[src/rtl/hdr_luvw_pixel_encoder_assert.svh]
// assertion macros for the hdr luvw pixel encoder
`ifndef HDR_LUVW_PIXEL_ENCODER_ASSERT_SVH
`define HDR_LUVW_PIXEL_ENCODER_ASSERT_SVH

// antecedent implies consequent in the same cycle
`define HLE_ASSERT_NOW(lbl, ante, cons, msg) \
	lbl: assert property (@(posedge clk) disable iff (!arst_n) (ante) |-> (cons)) else $error(msg);

// antecedent implies consequent in the next cycle
`define HLE_ASSERT_NEXT(lbl, ante, cons, msg) \
	lbl: assert property (@(posedge clk) disable iff (!arst_n) (ante) |=> (cons)) else $error(msg);

`endif

[src/rtl/hle_pkg.sv]
// shared constants and table builder for the hdr luvw pixel encoder
package hle_pkg;

	localparam int CHAN_W             = 32;
	localparam int FRAC_BITS_DEF      = 16;
	localparam int LOG_TABLE_BITS_DEF = 8;
	localparam int LOG_FRAC           = 20;
	localparam int NUM_STAGES         = 10;
	localparam longint unsigned BLACK_Q32 = 64'd79806339;
	localparam logic [31:0] LOG_SCALE_RST = 32'd192937984;

	localparam logic [1:0] REG_MIN_VALUE  = 2'd0;
	localparam logic [1:0] REG_LOG_SCALE  = 2'd1;
	localparam logic [1:0] REG_QUANT_MODE = 2'd2;

	localparam logic QMODE_ROUND = 1'b0;
	localparam logic QMODE_TRUNC = 1'b1;

	// log2(1 + idx / 2^tbits) with LOG_FRAC fraction bits, by repeated squaring
	function automatic logic [LOG_FRAC-1:0] log_entry(input int unsigned idx, input int tbits);
		longint unsigned m;
		logic [LOG_FRAC-1:0] frac;
		m = (64'd1 << 30) + (longint'(idx) << (30 - tbits));
		frac = '0;
		for (int k = 0; k < LOG_FRAC; k++) begin
			m = (m * m) >> 30;
			frac = {frac[LOG_FRAC-2:0], 1'b0};
			if (m >= (64'd1 << 31)) begin
				m = m >> 1;
				frac[0] = 1'b1;
			end
		end
		return frac;
	endfunction

endpackage

[src/rtl/hle_div.sv]
// restoring divider, eight quotient bits over four stages
module hle_div import hle_pkg::*; (
	input  logic        clk,
	input  logic [3:0]  en,
	input  logic [39:0] num,
	input  logic [31:0] den,
	output logic [7:0]  quo,
	output logic [31:0] rem
);

	logic [31:0] rem_s [4];
	logic [7:0]  quo_s [4];
	logic [7:0]  low_s [4];
	logic [31:0] den_s [4];

	for (genvar k = 0; k < 4; k++) begin : g_stage
		logic [31:0] rin, r1, r2, din;
		logic [7:0]  qin, lin;
		logic [32:0] t1, t2;
		logic        g1, g2;

		if (k == 0) begin : g_first
			assign rin = num[39:8];
			assign lin = num[7:0];
			assign qin = '0;
			assign din = den;
		end else begin : g_next
			assign rin = rem_s[k-1];
			assign lin = low_s[k-1];
			assign qin = quo_s[k-1];
			assign din = den_s[k-1];
		end

		always_comb begin
			t1 = {rin, lin[7]};
			g1 = t1 >= {1'b0, din};
			r1 = g1 ? 32'(t1 - {1'b0, din}) : t1[31:0];
			t2 = {r1, lin[6]};
			g2 = t2 >= {1'b0, din};
			r2 = g2 ? 32'(t2 - {1'b0, din}) : t2[31:0];
		end

		always_ff @(posedge clk) begin
			if (en[k]) begin
				rem_s[k] <= r2;
				quo_s[k] <= {qin[5:0], g1, g2};
				low_s[k] <= {lin[5:0], 2'b00};
				den_s[k] <= din;
			end
		end
	end

	assign quo = quo_s[3];
	assign rem = rem_s[3];

endmodule

[config.mk]
export PLATFORM = sky130hd
export DESIGN_NAME = hle_div
export DESIGN_NICKNAME = d
export VERILOG_FILES = /design/src/rtl/hdr_luvw_pixel_encoder_assert.svh /design/src/rtl/hle_pkg.sv /design/src/rtl/hle_div.sv
export SDC_FILE = /design/constraint.sdc
export NUM_CORES = 1
export LEC_CHECK = 0
export BUFFER_PORTS_ARGS = -buffer_cell sky130_fd_sc_hd__buf_2
export CORE_ASPECT_RATIO = 2
export CORE_MARGIN = 2
export CORE_UTILIZATION = 63
export DETAILED_ROUTE_END_ITERATION = 16
export GPL_TIMING_DRIVEN = 0
export PLACE_DENSITY_LB_ADDON = 0.25
export SYNTH_ARGS = -nofsm -noshare
export SYNTH_HDL_FRONTEND = slang
export SYNTH_SLANG_ARGS = --single-unit
[constraint.sdc]
create_clock -name clk -period 8.15 [get_ports clk]
set_input_delay 1.63 -clock clk [delete_from_list [all_inputs] [get_ports clk]]
set_output_delay 1.63 -clock clk [all_outputs]
set_load 0.05 [all_outputs]
[Yosys cells after proc, flatten, opt, wreduce, memory -nomap -nowiden]
Memory sizes are Yosys's and may differ from the RTL's.
Index checks and enable logic that the tools add are counted.
Word-level totals
  input port bits: 77
  memories: 4
  logic and storage cells: 36
  output and inout bits: 40
  bits in writable memories: 312
  flip-flop bits (word level): 0
Cells by class
  add/subtract/negate cells: 8
  magnitude comparators: 8
  mux-type cells: 16
Memories
  den_s: depth 4, bits a word 32, rd ports 3, clocked after Yosys merged registers in 0, write ports 4, line hle_div.sv:14  | logic [31:0] den_s [4];
  rem_s: depth 4, bits a word 32, rd ports 4, clocked after Yosys merged registers in 0, write ports 4, line hle_div.sv:11  | logic [31:0] rem_s [4];
  quo_s: depth 4, bits a word 8, rd ports 4, clocked after Yosys merged registers in 0, write ports 4, line hle_div.sv:12  | logic [7:0] quo_s [4];
  low_s: depth 4, bits a word 6, rd ports 3, clocked after Yosys merged registers in 0, write ports 4, line hle_div.sv:13  | logic [7:0] low_s [4];
Operators by type and width (count)
  33-bit by 32-bit greater-or-equal comparator with 1-bit output: 8
  32-bit 2-to-1 mux: 8
  32-bit subtractor: 8
  1-bit 2-to-1 mux: 8

[Longest topological paths before layout]
An unclocked memory read counts as a cell.
  word-level depth: 5
  gate-level depth with buffers: 27
  mapped depth without buffers: 24

[Least setup slack after synthesis]
OpenSTA, ideal clock, no wires.
  path kind: input-to-reg
  start: input port den[1]
  end: memory rem_s[0][13] (data pin)
  path slack: 1417 ps
  stages on the path: 23
  arrival: 6473 ps
  required time: 7890 ps
  buffers on the path: 3
  library setup time: 260 ps
  cell sequence: inv_1 > ha_1 > nor2b_1 > o31a_1 > o21a_1 > o31ai_2 > o21ai_2 > a41oi_2 > buf_4 > buf_2 > mux2_2 > ha_1 > o21a_1 > o31a_1 > o211ai_1 > a21boi_1 > a31oi_2 > o211ai_2 > a2111oi_4 > nor3_2 > a21oi_4 > buf_6 > mux2_2
RTL lines
  start: declaration: line hle_div.sv:6  | input logic [31:0] den,
  end: declaration: line hle_div.sv:11

==> impl_metrics.json <==
{
  "setup_viol": 0,
  "syn_area_sq_um": 24100,
  "ant_nets": 0,
  "yosysWarnings": 0,
  "design.die.area_sq_um": 39900,
  "cts_htree_levels": 1,
  "synth_seq_area_share_pct": 31.9,
  "wirelength_mm": 66.5,
  "grt_antenna_before_repair": 1,
  "gp_congestion": 0.984,
  "syn_to_final_growth_pct": 8.03,
  "synth.avg_cell_area_sq_um": 9.53,
  "final_net_count": 3012,
  "start_kind": "primary input",
  "global_route.overflow_total": 0,
  "multi_input_area_sq_um": 15300,
  "crit-reg2reg-launch": "den_s[0][1]",
  "maxCapViolCount": 0,
  "largest_net_degree_at_the_start_of_global_routing": 73,
  "fmaxAchievable_mhz": 126,
  "min_period_ns": 7.91,
  "post_drt_via_cell_ratio": 6.30,
  "rr_endpoint": "rem_s[1][30]",
  "timing_hold_violations_final": 0,
  "place.port_buffers": 116,
  "post_synth_num_cell_types": 92,
  "grt_pass1_vias": 20600,
  "hold_path_depth": 0,
  "slew-limit-headroom_pct": 22.9,
  "drtIter0Drc": 718,
  "clk_transition_reported_paths_ns": 0.08,
  "setup.worst_path.class": "primary input to register",
  "avgRoutedWirePerCell_um": 21.1,
  "number_of_rows_in_the_core_area": 101,
  "yosys_most_used_dff": "sky130_fd_sc_hd__edfxtp_1",
  "worstSetupEndpointType": "register",
  "num_vias": 19800,
  "setup_repair_after_global_routing_missed_its_margin": "false",
  "tritoncts_num_sinks": 256,
  "cts_tree": "built",
  "cts-buffers-inserted": 23,
  "core_sq_um": 37900,
  "grt_use_total_pct": 33.3,
  "firstDrtPassIters": 7,
  "mappedNetlistNets": 2871,
  "drive_above_1_share_pct": 14.6,
  "grt_pass1_wl_mm": 103,
  "min-delay-path-class": "register to register",
  "status": "completed",
  "arrival_ns": 8.20,
  "synth_largest_type_area_fraction_pct": 31.9,
  "cts_max_path_buffers": 3,
  "synth_edf_count": 256,
  "synth_commonest_cells": "sky130_fd_sc_hd__edfxtp_1 (256), sky130_fd_sc_hd__ha_1 (256), sky130_fd_sc_hd__a21oi_1 (239)",
  "synth_async_sr_flop_share_pct": 0,
  "floorplan.die.width_um": 142,
  "cts_root_buffer": "sky130_fd_sc_hd__clkbuf_16",
  "critPathRequiredTime_ns": 8.44,
  "worstHoldEndpoint": "low_s[1][2]",
  "design.portCount": 117,
  "cells_resized_by_post_cts_repair": 0,
  "worst-path-max-fanout": 10,
  "yosys_reg_bits": 256,
  "die-height_um": 281,
  "synth_area_leader_cell": "sky130_fd_sc_hd__edfxtp_1",
  "sum_of_negative_setup_slack_ns": 0,
  "ff_latch_area_sq_um": 7690,
  "n_fill_cell": 3033,
  "worstMarginPinSlew_ns": 1.14,
  "timing_max_transition_violations_final": 0,
  "starting_density_pct": 63.6,
  "number_of_buffers_inserted_by_hold_repair_at_cts": 0,
  "ff2ff_path_depth": 25,
  "num_antenna_cells": 0,
  "timing.final.crit_share_pct": 97.0,
  "drc": 0,
  "setup.reg_to_reg.worst_slack_ns": 0.49,
  "cts_setup_buffers": 0,
  "clkLatencyLatePin_ns": 0.56,
  "clock_skew_ns": 0.0232,
  "hold_start": "low_s[0][0]",
  "synth.area.top_cells": "sky130_fd_sc_hd__edfxtp_1 (32%), sky130_fd_sc_hd__ha_1 (13%), sky130_fd_sc_hd__xnor2_1 (5.6%)",
  "detailed_place_hpwl_mm": 55.4,
  "postSynthCellCount": 2530
}
-- metrics by stage --
| stage | setup WS, ns | instances | instance area, sq um | hold WS [ns] | util (%) |
|---|---|---|---|---|---|
| 3_5_place_dp | -0.311 | 3109 | 25300 | 0.406 | 66.6 |
| 6_report | 0.241 | 3151 | 26000 | 0.413 | 68.7 |
| 5_1_grt | 0.0233 | 3151 | 26000 | 0.426 | 68.7 |
| 3_3_place_gp | -0.208 | 3109 | 25300 | 0.401 | 66.6 |
| 4_1_cts | 0.260 | 3151 | 26000 | 0.409 | 68.7 |
| 2_1_floorplan | 1.42 | 2530 | 24100 | 0.400 | - |
-- state kept, by name, summed over array words and instances, names as in the netlist --
register,count
rem_s,128
den_s,96
quo_s,20
low_s,12
-- cell usage in the layout (no fill, tap or decap), types with 9 or more instances in the layout --
cell                          n
sky130_fd_sc_hd__clkbuf_1    24
sky130_fd_sc_hd__a31oi_1     24
sky130_fd_sc_hd__nand2b_1    23
sky130_fd_sc_hd__mux2_2     113
sky130_fd_sc_hd__o31ai_1     20
sky130_fd_sc_hd__nand4_1     36
sky130_fd_sc_hd__a21o_1     113
sky130_fd_sc_hd__mux2_4      39
sky130_fd_sc_hd__nor2b_1     29
sky130_fd_sc_hd__xnor2_1    155
sky130_fd_sc_hd__nor3_1      46
sky130_fd_sc_hd__and3_1      27
sky130_fd_sc_hd__o21bai_1    33
sky130_fd_sc_hd__edfxtp_1   256
sky130_fd_sc_hd__mux2_1      13
sky130_fd_sc_hd__buf_6       11
sky130_fd_sc_hd__nor4_1      12
sky130_fd_sc_hd__clkbuf_16   23
sky130_fd_sc_hd__nor2_1     162
sky130_fd_sc_hd__a21oi_1    239
sky130_fd_sc_hd__o21a_1      41
sky130_fd_sc_hd__a211oi_1    29
sky130_fd_sc_hd__inv_1      202
sky130_fd_sc_hd__o211ai_1    18
sky130_fd_sc_hd__ha_1       256
sky130_fd_sc_hd__or2_2       14
sky130_fd_sc_hd__nand2_1    140
sky130_fd_sc_hd__o21ai_0    135
sky130_fd_sc_hd__o31a_1      10
sky130_fd_sc_hd__mux2i_1     11
sky130_fd_sc_hd__or3_1       15
sky130_fd_sc_hd__and2_1       9
sky130_fd_sc_hd__xor2_1      61
sky130_fd_sc_hd__buf_2      131
sky130_fd_sc_hd__nand3_1     50
-- metal layers --
| layer | wire (um) | GRT usage [%] |
|---|---|---|
| met1 | 21400 | 28.5 |
| met4 | 7260 | 30.2 |
| met2 | 36300 | 65.9 |
| met3 | 1530 | 2.22 |
| met5 | 0 | 0 |
-- worst max-delay path, cell delays in order --
cell and delay (ns):
sky130_fd_sc_hd__buf_2 0.11, sky130_fd_sc_hd__inv_1 0.16, sky130_fd_sc_hd__ha_1 0.28, sky130_fd_sc_hd__nor2b_1 0.15, sky130_fd_sc_hd__o31a_1 0.29, sky130_fd_sc_hd__o21a_1 0.31, sky130_fd_sc_hd__o31ai_2 0.39, sky130_fd_sc_hd__o21ai_2 0.15
sky130_fd_sc_hd__a41oi_2 0.27, sky130_fd_sc_hd__buf_4 0.26, sky130_fd_sc_hd__buf_2 0.34, sky130_fd_sc_hd__o21ai_0 0.25, sky130_fd_sc_hd__ha_1 0.52, sky130_fd_sc_hd__nor2b_1 0.23, sky130_fd_sc_hd__o31a_1 0.27, sky130_fd_sc_hd__o211ai_1 0.27
sky130_fd_sc_hd__a21boi_1 0.21, sky130_fd_sc_hd__a31oi_2 0.40, sky130_fd_sc_hd__o211ai_2 0.17, sky130_fd_sc_hd__a2111oi_4 0.38, sky130_fd_sc_hd__nor3_2 0.13, sky130_fd_sc_hd__a21oi_4 0.38, sky130_fd_sc_hd__buf_6 0.25, sky130_fd_sc_hd__mux2_2 0.36
-- layout make-up --
type                       instances  share of cell area (%)
sequential                       256                    29.5
timing repair buffer             116                    2.26
clock inverter                    17                   0.706
tap                              463                    2.22
inverter                         204                    2.94
multi-input combinational       2013                    58.8
clock buffer                      25                    2.24
buffer                            57                    1.31
-- kinds of logic (layout without fill, tap and decap cells) --
group	after synthesis	after routing	share of synthesized area (%)
AO/OA/AOI/OAI	768	768	21.1
adder cells (fa/ha/maj)	264	264	14.0
AND/OR/NAND/NOR	589	589	11.9
flip-flops	256	256	31.9
buffers and inverters	261	419	4.58
multiplexers	176	176	8.77
XOR/XNOR	216	216	7.85
-- worst max path at each step --
stage          cells past startpoint  startpoint            to  slack [ns]
2_1_floorplan                     23      den[1]  rem_s[0][13]        1.42
3_3_place_gp                      25      den[1]  rem_s[0][28]       -0.21
3_5_place_dp                      25      den[1]  rem_s[0][28]       -0.31
4_1_cts                           25      den[1]  rem_s[0][28]        0.26
5_1_grt                           24      den[1]  rem_s[0][28]        0.02
6_report                          24      den[1]  rem_s[0][30]        0.24
Power is left out: the tool's default activity adds up to more than one toggle a clock period on the data nets, which glitch-free logic cannot reach.
