$ cat config.mk
export PLATFORM = sky130hd
export DESIGN_NAME = hle_front
export DESIGN_NICKNAME = d
export VERILOG_FILES = /design/src/rtl/hdr_luvw_pixel_encoder_assert.svh /design/src/rtl/hle_pkg.sv /design/src/rtl/hle_front.sv
export SDC_FILE = /design/constraint.sdc
export NUM_CORES = 1
export LEC_CHECK = 0
export BUFFER_PORTS_ARGS = -buffer_cell sky130_fd_sc_hd__clkbuf_2
export CAP_MARGIN = 40
export CORE_ASPECT_RATIO = 2
export CORE_MARGIN = 2
export CORE_UTILIZATION = 52
export DETAILED_ROUTE_END_ITERATION = 6
export GPL_TIMING_DRIVEN = 0
export HOLD_SLACK_MARGIN = 0.03
export PLACE_DENSITY = 0.74
export SLEW_MARGIN = 15
export SYNTH_ARGS = -nofsm -noshare
export SYNTH_HDL_FRONTEND = slang
export SYNTH_SLANG_ARGS = --single-unit
$ cat constraint.sdc
create_clock -name clk -period 33.6 [get_ports clk]
set_clock_uncertainty 0.15 [all_clocks]
set_input_delay 3.36 -clock clk [delete_from_list [all_inputs] [get_ports clk]]
set_output_delay 3.36 -clock clk [all_outputs]
set_load 0.05 [all_outputs]
$ cat src/rtl/hdr_luvw_pixel_encoder_assert.svh
// assertion macros for the hdr luvw pixel encoder
`ifndef HDR_LUVW_PIXEL_ENCODER_ASSERT_SVH
`define HDR_LUVW_PIXEL_ENCODER_ASSERT_SVH

// antecedent implies consequent in the same cycle
`define HLE_ASSERT_NOW(lbl, ante, cons, msg) \
	lbl: assert property (@(posedge clk) disable iff (!arst_n) (ante) |-> (cons)) else $error(msg);

// antecedent implies consequent in the next cycle
`define HLE_ASSERT_NEXT(lbl, ante, cons, msg) \
	lbl: assert property (@(posedge clk) disable iff (!arst_n) (ante) |=> (cons)) else $error(msg);

`endif

$ cat src/rtl/hle_pkg.sv
// shared constants and table builder for the hdr luvw pixel encoder
package hle_pkg;

	localparam int CHAN_W             = 32;
	localparam int FRAC_BITS_DEF      = 16;
	localparam int LOG_TABLE_BITS_DEF = 8;
	localparam int LOG_FRAC           = 20;
	localparam int NUM_STAGES         = 10;
	localparam longint unsigned BLACK_Q32 = 64'd79806339;
	localparam logic [31:0] LOG_SCALE_RST = 32'd192937984;

	localparam logic [1:0] REG_MIN_VALUE  = 2'd0;
	localparam logic [1:0] REG_LOG_SCALE  = 2'd1;
	localparam logic [1:0] REG_QUANT_MODE = 2'd2;

	localparam logic QMODE_ROUND = 1'b0;
	localparam logic QMODE_TRUNC = 1'b1;

	// log2(1 + idx / 2^tbits) with LOG_FRAC fraction bits, by repeated squaring
	function automatic logic [LOG_FRAC-1:0] log_entry(input int unsigned idx, input int tbits);
		longint unsigned m;
		logic [LOG_FRAC-1:0] frac;
		m = (64'd1 << 30) + (longint'(idx) << (30 - tbits));
		frac = '0;
		for (int k = 0; k < LOG_FRAC; k++) begin
			m = (m * m) >> 30;
			frac = {frac[LOG_FRAC-2:0], 1'b0};
			if (m >= (64'd1 << 31)) begin
				m = m >> 1;
				frac[0] = 1'b1;
			end
		end
		return frac;
	endfunction

endpackage

$ cat src/rtl/hle_front.sv
// offset, clamp, max channel, dark test and log operand
module hle_front import hle_pkg::*; #(
	parameter int FRAC_BITS = FRAC_BITS_DEF
) (
	input  logic              clk,
	input  logic [1:0]        en,
	input  logic [31:0]       red_in,
	input  logic [31:0]       green_in,
	input  logic [31:0]       blue_in,
	input  logic [31:0]       min_value,
	output logic [31:0]       chan_s2 [3],
	output logic [31:0]       lmax_s2,
	output logic              dark_s2,
	output logic [32:0]       sum_s2
);

	localparam longint unsigned BP = (BLACK_Q32 + (64'd1 << (31 - FRAC_BITS))) >> (32 - FRAC_BITS);

	logic [31:0] chan_s1 [3];
	logic [31:0] raw [3];
	logic [32:0] diff [3];
	logic [31:0] lmax;
	logic [45:0] dark_prod;

	assign raw[0] = red_in;
	assign raw[1] = green_in;
	assign raw[2] = blue_in;

	always_comb begin
		for (int j = 0; j < 3; j++) begin
			diff[j] = {raw[j][31], raw[j]} - {min_value[31], min_value};
		end
	end

	always_ff @(posedge clk) begin
		if (en[0]) begin
			for (int j = 0; j < 3; j++) begin
				chan_s1[j] <= diff[j][32] ? 32'd0 : diff[j][31:0];
			end
		end
	end

	always_comb begin
		lmax = chan_s1[0];
		if (chan_s1[1] > lmax) lmax = chan_s1[1];
		if (chan_s1[2] > lmax) lmax = chan_s1[2];
		dark_prod = {14'd0, lmax} * 46'd10000;
	end

	always_ff @(posedge clk) begin
		if (en[1]) begin
			chan_s2 <= chan_s1;
			lmax_s2 <= lmax;
			dark_s2 <= dark_prod < (46'd1 << FRAC_BITS);
			sum_s2  <= {1'b0, lmax} + BP[32:0];
		end
	end

endmodule

# --- Word level (Yosys, flattened, before mapping) ---
# Cells that the tools add are included.
word_totals:
  input_bits: 131
  elab_cells: 19
  memories: 0
  out_inout_bits: 162
  latchBits: 0
  regBits: 258
  mem_bits_rw: 0
  romBits: 0
op_classes:
  muxes: 2
  eq_ne: 0
  n_reduce_logical: 0
  multipliers: 1
  shift: 0
  n_addsub: 4
  bitwise: 0
  order_cmp: 3
  div: 0
op_table:
  columns: ["cell", "n"]
  rows:
  - ["$sub A32 B32 Y33", 3]
  - ["$gt A32 B32 Y1", 2]
  - ["$mux W32", 2]
  - ["$lt A46 B17 Y1 const B", 1]
  - ["$mul A32 B10 Y42 const B", 1]
  - ["$add A32 B11 Y33 const B", 1]

# --- Longest topological paths before layout ---
# Gate-level depths: netlist of the first run.
depth:
  ltp_word: 6
  ltp_mapped: 55
  depth_no_buf: 47

# --- Worst setup path before layout of the first run ---
# OpenSTA, ideal clock, no wires.
synth_path:
  path_kind: "flip-flop to flip-flop"
  startpoint: "reg chan_s1[46] (netlist bit)"
  endpoint: "reg dark_s2, data pin"
  slack_ns: 21.828
  n_path_buf: 8
  arrival_time_ns: 11.453
  synth_period_minus_slack_ns: 11.772
  setup_ns: 0.169
  path_stages_with_launch: 51
  t_required_ns: 33.281
  path_cell_list: "edfxtp_1 -> ha_1 -> nand4_1 -> or4_1 -> a21o_1 -> nand4_1 -> o211a_2 -> buf_2 -> buf_1 -> clkbuf_1 -> clkbuf_1 -> nor2_1 -> a21oi_1 -> ha_1 -> a21oi_1 -> o21ai_0 -> a221oi_1 -> o21ai_0 -> (+15 left out) -> fa_1 -> inv_1 -> ha_1 -> nor2b_1 -> o21ai_0 -> nand2b_1 -> a21o_1 -> a21oi_1 -> o21bai_1 -> a21o_1 -> nor2_1 -> a211oi_1 -> or3_1 -> a22oi_1 -> nand4_1 -> a2111oi_2 -> o2111ai_1 -> nor4b_2"
synth_between:
  elab_chain_cells: 6
synth_lines:
  columns: ["element", "line_no", "rtl"]
  rows:
  - ["from (decl)", "hle_front.sv:19", "logic [31:0] chan_s1 [3];"]
  - ["from (signal, indexed assignment)", "hle_front.sv:38", "chan_s1[j] <= diff[j][32] ? 32'd0 : diff[j][31:0];"]
  - ["$gt A32 B32 Y1", "hle_front.sv:45", "if (chan_s1[1] > lmax) lmax = chan_s1[1];"]
  - ["$mux W32 (*)", "hle_front.sv:45", null]
  - ["$gt A32 B32 Y1", "hle_front.sv:46", "if (chan_s1[2] > lmax) lmax = chan_s1[2];"]
  - ["$mux W32 (*)", "hle_front.sv:46", null]
  - ["net lmax[11]", "hle_front.sv:22", "logic [31:0] lmax;"]
  - ["$mul A32 B10 Y42 (*)", "hle_front.sv:47", "dark_prod = {14'd0, lmax} * 46'd10000;"]
  - ["$lt A46 B17 Y1 (*)", "hle_front.sv:54", "dark_s2 <= dark_prod < (46'd1 << FRAC_BITS);"]
  - ["to (signal assigned)", "hle_front.sv:54", null]
  - ["to (decl)", "hle_front.sv:13", "output logic dark_s2,"]
# The timed path passes the listed nets; every way through them passes the cells marked *.
# A chain may end at the register's enable or synchronous reset.

# --- Final worst setup path of the first run ---
# Ends and elaborated chain as after synthesis.

==> impl_metrics.yaml, run 1 <==
outcome:
  status: "finished clean"
clock_tree:
  htreeDepth: 1
  clk_path_buf_depth: 3
  cts_hold_buf: 0
  cts_tree: "done"
  post_cts_buffers: 0
  worstSkewPairLatency_ns: 0.55
  cts_resized: 0
  cts.clk_slew.worst_paths_ns: 0.07
  cts_inserted_buffers: 24
  clock-sinks: 257
  root_buffer: "clkbuf_16"
place:
  place_inst: 2915
  port_buffers: 292
  dp_slack_ns: 18.14
  place.gp.congestion: 0.966
  place_area_sq_um: 23100
  hpwl_microns: 49300
setup_path:
  crit_family: "compound AO/OA/AOI/OAI gates"
  r2r_slack_ns: 18.03
  critPathArrivalTime_ns: 15.79
  criticalPathCategory: "reg -> reg"
  reg2reg_depth: 47
  max_stage_delay_ns: 0.81
  path_buf_inv: 12
  cp.depth: 47
  reg2reg_from: "chan_s1[46]"
  cp_data_required_time_ns: 33.82
  cp_max_fo: 10
  end_kind: "flop"
  cp-start-kind: "flop"
  r2r-end: "dark_s2"
  crit_path_frequent_cell: "ha_1"
  slowest_stage: "a2111oi_0"
grt:
  antenna_found_initial: 0
  first_global_vias: 17300
  grt_max_degree: 102
  grt_pass1_wl_microns: 90600
  grt_overflow: 0
  grt_usage_pct: 27.9
drt:
  drtAntennaViolNets: 0
  routedWlPerCell_microns: 19.9
  drt-pass1-iter-count: 6
  vias: 16600
  via_per_inst: 5.62
  drtIter0Drc: 811
  drc_errors: 0
  finalWirelength_microns: 59000
hold_path:
  holdCritStartpoint: "chan_s1[84]"
  hold_class: "reg -> reg"
  holdPathStages: 0
  holdPathEnd: "chan_s2[84]"
synth:
  synth_top_area_share_pct: 37.1
  netlist_instances: 2080
  yosysMostFrequentCell: "ha_1"
  synth_cell_types: 78
  synth_edf_count: 257
  yosys-top-cells-area: "edfxtp_1, ha_1, fa_1, inv_1, nor2_1"
  synthesis.nets: 2588
  synthArstFlopShare_pct: 0
  ys_ff_latch: 257
  synth.avg_cell_area_sq_um: 9.99
  syn_area_sq_um: 20800
  ys_seq_area_share_pct: 37.1
  ys.flop_type: "edfxtp_1"
  netlist.top_cell.by_area: "edfxtp_1"
  yosysWarnings: 0
  synth_common_cells: "ha_1, inv_1, edfxtp_1, nor2_1, a21oi_1"
timing:
  setup_viol: 0
  max_slew.worst_pin.slew_ns: 0.929
  max_slew_margin_pct: 38.1
  slew_violations: 0
  rsz0062_at_grt: "false"
  setup_tns_ns: 0
  finalHoldViolations: 0
  fmax_ghz: 0.0642
  worst_slack_ns: 18.03
  fin_crit_ns: 15.57
  period_share_pct: 46.4
final_layout:
  stdcell_count: 2960
  drive_gt1_share_pct: 16.0
  antenna_cells: 0
  finalInstanceArea_sq_um: 23900
  area_delta_synth_final_pct: 15.0
  fillers: 3390
  nets: 2925
  multi_input_area_sq_um: 11900
  regArea_sq_um: 7720
floorplan:
  die_area_sq_um: 41700
  core-area_sq_um: 39400
  pin_count: 293
  start_util_pct: 52.7
  die_w_microns: 145
  chipHeight_microns: 287
  rows: 103
run:
  maxCapViolCount: 0
[kinds of logic (layout without fill, tap and decap cells)]
family | Yosys count | in the layout | synth area share (%)
AND/OR/NAND/NOR | 580 | 580 | 13.5
multiplexers | 11 | 11 | 0.536
flip-flops | 257 | 257 | 37.1
AO/OA/AOI/OAI | 444 | 444 | 13.6
adder cells (fa/ha/maj) | 377 | 377 | 25.3
XOR/XNOR | 106 | 106 | 4.47
buffers and inverters | 305 | 660 | 5.55
[cell usage in the layout (no fill, tap or decap), types with 7 or more instances in the layout]
master and count:
o21bai_1 11, a211oi_1 23, a31oi_1 24, clkbuf_1 25, o31ai_1 9, nor2_1 200, nor2b_1 26, and3_1 29
fa_1 71, inv_1 272, xor2_1 36, a21boi_0 9, nand2_1 105, xnor2_1 70, a21oi_1 140, nand2b_1 28
or3_1 13, clkbuf_16 25, clkbuf_2 290, nand4_1 24, or2_2 16, ha_1 306, buf_4 15, o21ai_1 7
o21a_1 19, nor3_1 55, mux2i_1 10, o211ai_1 9, nand3_1 41, o21ai_0 98, a21o_1 47, and2_1 10
edfxtp_1 257
[sequential cells by signal, summed over array words and instances (netlist names)]
name and cells:
chan_s2 96, dark_s2 1, lmax_s2 32, sum_s2 32, chan_s1 96
[how the worst max path moves through the flow]
stage,from,slack [ns],endpoint
2_1_floorplan,chan_s1[46],21.83,dark_s2
3_3_place_gp,chan_s1[46],17.71,dark_s2
3_5_place_dp,chan_s1[46],18.14,dark_s2
4_1_cts,chan_s1[46],18.08,dark_s2
5_1_grt,chan_s1[78],17.29,dark_s2
6_report,chan_s1[46],18.03,dark_s2
[worst register-to-register path: cells and delay by family (launching register included)]
| kind | cells | cell delay [ns] |
|---|---|---|
| compound gates | 16 | 5.46 |
| simple gates | 10 | 2.37 |
| buf+inv | 12 | 3.81 |
| flops | 1 | 0.45 |
| fa+ha+maj | 9 | 3.16 |
[layer usage]
layer | track usage (%) | part of all wire (%)
met1 | 27.6 | 35
met2 | 54.2 | 54
met3 | 2.42 | 3.6
met4 | 19.7 | 7.8
met5 | 0 | 0
[metrics by stage]
| step | hold WS (ns) | utilization (%) |
|---|---|---|
| after global routing | 0.321 | 60.6 |
| after global placement | 0.290 | 58.1 |
| after CTS | 0.301 | 60.6 |
| after floorplan | 0.276 | - |
| final | 0.301 | 60.6 |
| after detailed placement | 0.285 | 58.5 |
[layout make-up]
class | instances | area share (%)
plain buffers | 33 | 0.555
repair buffers | 311 | 6.83
clock inverters | 17 | 0.816
flip-flops and latches | 257 | 32.3
multi-input cells | 1518 | 49.9
well taps | 525 | 2.75
clock buffers | 27 | 2.65
inverters | 272 | 4.27
Power of run 1 is left out: the tool's default activity adds up to more than one toggle a clock period on the data nets, which glitch-free logic cannot reach.
==> inputs of run 2 (changes only) <==
- ABC_AREA: unset -> 1
- clock period: 33.6 -> 15.6 ns (I/O delays scaled with it)
==> impl_metrics.yaml, run 2 <==
synth:
  synth_common_cells: "inv_1, nand2_1, ha_1, edfxtp_1, nor2_1"
  yosysWarnings: 0
  ys.flop_type: "edfxtp_1"
  ys_seq_area_share_pct: 35.9
  synth_cell_types: 54
  synthArstFlopShare_pct: 0
  synth_top_area_share_pct: 35.9
  netlist.top_cell.by_area: "edfxtp_1"
  yosys-top-cells-area: "edfxtp_1, ha_1, inv_1, nand2_1, fa_1"
  netlist_instances: 2429
  yosysMostFrequentCell: "inv_1"
  ys_ff_latch: 257
  syn_area_sq_um: 21500
  synth.avg_cell_area_sq_um: 8.85
  synth_edf_count: 257
  synthesis.nets: 2937
grt:
  first_global_vias: 18500
  grt_max_degree: 97
  grt_pass1_wl_microns: 97300
  antenna_found_initial: 0
  grt_overflow: 0
  grt_usage_pct: 29.4
clock_tree:
  post_cts_buffers: 0
  cts_inserted_buffers: 23
  worstSkewPairLatency_ns: 0.53
  htreeDepth: 1
  cts.clk_slew.worst_paths_ns: 0.08
  root_buffer: "clkbuf_16"
  clock-sinks: 257
  cts_tree: "done"
  clk_path_buf_depth: 3
  cts_resized: 0
  cts_hold_buf: 0
timing:
  slew_violations: 0
  setup_tns_ns: 0
  setup_viol: 0
  max_slew.worst_pin.slew_ns: 0.884
  fmax_ghz: 0.0820
  rsz0062_at_grt: "false"
  max_slew_margin_pct: 40.7
  finalHoldViolations: 0
  fin_crit_ns: 12.20
  period_share_pct: 78.2
drt:
  vias: 17600
  drtIter0Drc: 723
  drt-pass1-iter-count: 5
  drtAntennaViolNets: 0
  via_per_inst: 5.31
  routedWlPerCell_microns: 19.0
  finalWirelength_microns: 62900
  drc_errors: 0
floorplan:
  rows: 105
  start_util_pct: 52.6
  die_area_sq_um: 43100
  chipHeight_microns: 292
  die_w_microns: 148
  core-area_sq_um: 40900
  pin_count: 293
final_layout:
  final_cell_mix: "inv_1, nand2_1, ha_1"
  finalInstanceArea_sq_um: 24500
  layout_commonest_cell: "inv_1"
  antenna_cells: 0
  nets: 3270
  stdcell_count: 3310
  fin_util_pct: 60.0
  area_delta_synth_final_pct: 14.0
  reg_top3: "chan_s1 (96), chan_s2 (96)"
  drive_gt1_share_pct: 15.4
setup_path:
  critPathArrivalTime_ns: 12.45
  end_kind: "flop"
  criticalPathCategory: "reg -> reg"
  path_buf_inv: 9
  crit_family: "simple AND/OR/NAND/NOR gates"
  max_stage_delay_ns: 0.60
  slowest_stage: "or4_1"
  cp_data_required_time_ns: 15.85
  cp_max_fo: 10
  cp-start-kind: "flop"
  crit_path_frequent_cell: "nand2_1"
hold_path:
  hold_class: "reg -> reg"
run:
  maxCapViolCount: 0
place:
  hpwl_microns: 53500
  place_area_sq_um: 23800
  place.gp.congestion: 0.933
  port_buffers: 292
  place_inst: 3272
outcome:
  status: "finished clean"
run 2: changes by cell type after synthesis, sizes merged, moves of 26 or more:
cell    previous run  this run
xnor2             70        11
a21oi            143       192
o21ai            105       134
nor3              56        18
nand2b            28         0
and3              30         1
nand2            105       432
nor2b             26         0
nor2             200       228
inv              272       472
xor2              36        93
a21o              47         8
run 2: stage by stage:
stage	setup slack, ns	hold slack [ns]
after floorplan	6.46	0.276
after global placement	2.58	0.286
after detailed placement	3.35	0.284
after CTS	3.35	0.297
after global routing	2.76	0.316
final	3.40	0.297
run 2: cell families (layout without fill, tap and decap cells):
kind of cell,count (synthesis),in the layout,synth area share [%]
flip-flops,257,257,35.9
AND/OR/NAND/NOR,801,801,16.1
AO/OA/AOI/OAI,398,398,10.4
buffers and inverters,492,838,8.90
adder cells (fa/ha/maj),377,377,24.4
XOR/XNOR,104,104,4.31
run 2: worst paths after layout:
check,startpoint,end,slack [ns],cells after the start
min,chan_s1[89],chan_s2[89],0.30,0
max reg2reg,chan_s1[59],dark_s2,3.40,45
min reg2reg,chan_s1[89],chan_s2[89],0.30,0
max,chan_s1[59],dark_s2,3.40,45
run 2: layout make-up:
class | count | area (sq um)
tap | 535 | 669
buffer | 19 | 134
clock buffer | 25 | 583
clock inverter | 13 | 136
multi-input combinational | 1680 | 11900
inverter | 473 | 1780
timing repair buffer | 308 | 1620
fill | 3642 | 16400
sequential | 257 | 7720
run 2: layer usage:
metal | part of all wire (%) | global-route usage [%] | vias to the layer above
met4 | 7.3 | 18.1 | 0
li1 | - | - | 8705
met3 | 3.1 | 2.30 | 163
met1 | 34 | 28.5 | 8205
met2 | 56 | 58.4 | 491
met5 | 0 | 0 | -
run 2: worst register-to-register path: cells and delay by family, from the launching register on:
family	cells	cell delay (ns)
AND/OR/NAND/NOR	21	3.64
adder cells (fa/ha/maj)	8	3.25
AO/OA/AOI/OAI	7	2.05
flip-flops	1	0.46
buffers and inverters	9	2.53
Power of run 2 is left out for the same reason.
==> inputs of run 3 (changes only) <==
- ABC_AREA: 1 -> 0
- clock period: 15.6 -> 12.3 ns (I/O delays scaled with it)
==> impl_metrics.yaml, run 3 (synthesis results as in run 1) <==
outcome:
  status: "finished clean"
final_layout:
  final_cell_mix: "ha_1, clkbuf_2, inv_1"
  area_delta_synth_final_pct: 17.1
  layout_commonest_cell: "ha_1"
  fillers: 3330
  regArea_sq_um: 7720
  stdcell_count: 2973
  nets: 2938
  multi_input_area_sq_um: 12200
  reg_top3: "chan_s1 (96), chan_s2 (96)"
  antenna_cells: 0
  drive_gt1_share_pct: 18.6
grt:
  first_global_vias: 17400
  grt_overflow: 0
  grt_pass1_wl_microns: 91200
  antenna_found_initial: 0
  grt_max_degree: 102
  grt_usage_pct: 28.1
setup_path:
  setup.worst_path.end: "dark_s2"
  criticalPathCategory: "reg -> reg"
  reg2reg_from: "chan_s1[46]"
  cp-start-kind: "flop"
  cp_data_required_time_ns: 12.52
  reg2reg_depth: 48
  critPathLaunch: "chan_s1[46]"
  end_kind: "flop"
  crit_path_frequent_cell: "ha_1"
  slowest_stage: "or4_4"
  cp_max_fo: 10
  critPathArrivalTime_ns: 12.04
  r2r-end: "dark_s2"
  max_stage_delay_ns: 0.62
  r2r_slack_ns: 0.48
run:
  maxCapViolCount: 0
drt:
  drtAntennaViolNets: 0
  finalWirelength_microns: 59300
  via_per_inst: 5.59
  drt-pass1-iter-count: 5
  drtIter0Drc: 849
  drc_errors: 0
  routedWlPerCell_microns: 19.9
  vias: 16600
timing:
  fin_crit_ns: 11.82
  fmax_ghz: 0.0846
  worst_slack_ns: 0.479
  setup_viol: 0
  max_slew.worst_pin.slew_ns: 0.813
  period_share_pct: 96.1
  finalHoldViolations: 0
  slew_violations: 0
  max_slew_margin_pct: 45.2
place:
  dp_slack_ns: -3.16
  hpwl_microns: 49300
  place_inst: 2915
  port_buffers: 292
  place.gp.congestion: 0.966
floorplan:
  rows: 103
  die_w_microns: 145
  pin_count: 293
  die_area_sq_um: 41700
  core-area_sq_um: 39400
  start_util_pct: 52.7
  chipHeight_microns: 287
clock_tree:
  root_buffer: "clkbuf_16"
  clock-sinks: 257
  cts.clk_slew.worst_paths_ns: 0.08
  cts_inserted_buffers: 24
  clk_path_buf_depth: 3
  htreeDepth: 1
  cts_tree: "done"
  worstSkewPairLatency_ns: 0.56
hold_path:
  hold_class: "reg -> reg"
run 3: cell types whose count changed in the layout (fill, tap and decap cells not counted), sizes merged, moves of 38 or more:
cell	before	now
xnor2	11	70
a21o	8	47
inv	475	277
xor2	93	36
nor3	18	56
nand2	432	105
a21oi	192	143
run 3: final cells by class:
class	instances	area share (%)
Multi-Input combinational cell	1518	50.0
Sequential cell	257	31.7
Timing Repair Buffer	326	7.17
Inverter	272	4.19
Tap cell	525	2.70
Clock buffer	27	2.60
Buffer	31	0.843
Clock inverter	17	0.802
run 3: what timing repair did:
action | CTS | global route
gates resized for setup | 68 | 21
hold endpoints to repair | 0 | 0
buffers inserted | 10 | 6
hold buffers | 0 | 0
gates cloned | 0 | 0
pin swaps | 4 | 10
endpoints found under the setup margin | 1 | 1
run 3: worst max-delay path, delay by kind of cell (launching register included):
family | cells | cell delay, ns
compound gates | 16 | 2.98
fa+ha+maj | 8 | 3.12
flops | 1 | 0.46
simple gates | 13 | 3.16
buf+inv | 11 | 1.73
run 3: through the flow:
stage                     cell area (sq um)  hold slack (ns)  setup TNS, ns  utilization [%]
after floorplan                       20800            0.276              0                -
after global placement                22900            0.290          -3.59             58.1
after detailed placement              23100            0.285          -3.16             58.5
after CTS                             24200            0.301              0             61.4
after global routing                  24300            0.321       -0.00228             61.7
final                                 24300            0.295              0             61.7
run 3: worst min-delay path by stage:
stage	startpoint	to	slack, ns	cells past startpoint
after detailed placement	chan_s1[93]	chan_s2[93]	0.29	0
final	chan_s1[81]	chan_s2[81]	0.29	0
after global placement	chan_s1[81]	chan_s2[81]	0.29	0
after floorplan	chan_s1[70]	chan_s2[70]	0.28	0
after global routing	chan_s1[86]	chan_s2[86]	0.32	0
after CTS	chan_s1[81]	chan_s2[81]	0.30	0
run 3: per-layer routing:
metal,global-route usage (%),vias up,part of all wire (%)
met1,27.7,7823,34
li1,-,8109,-
met2,54.8,520,54
met5,0,-,0
met4,19.2,0,7.8
met3,2.56,175,3.6
Power of run 3 is left out for the same reason.
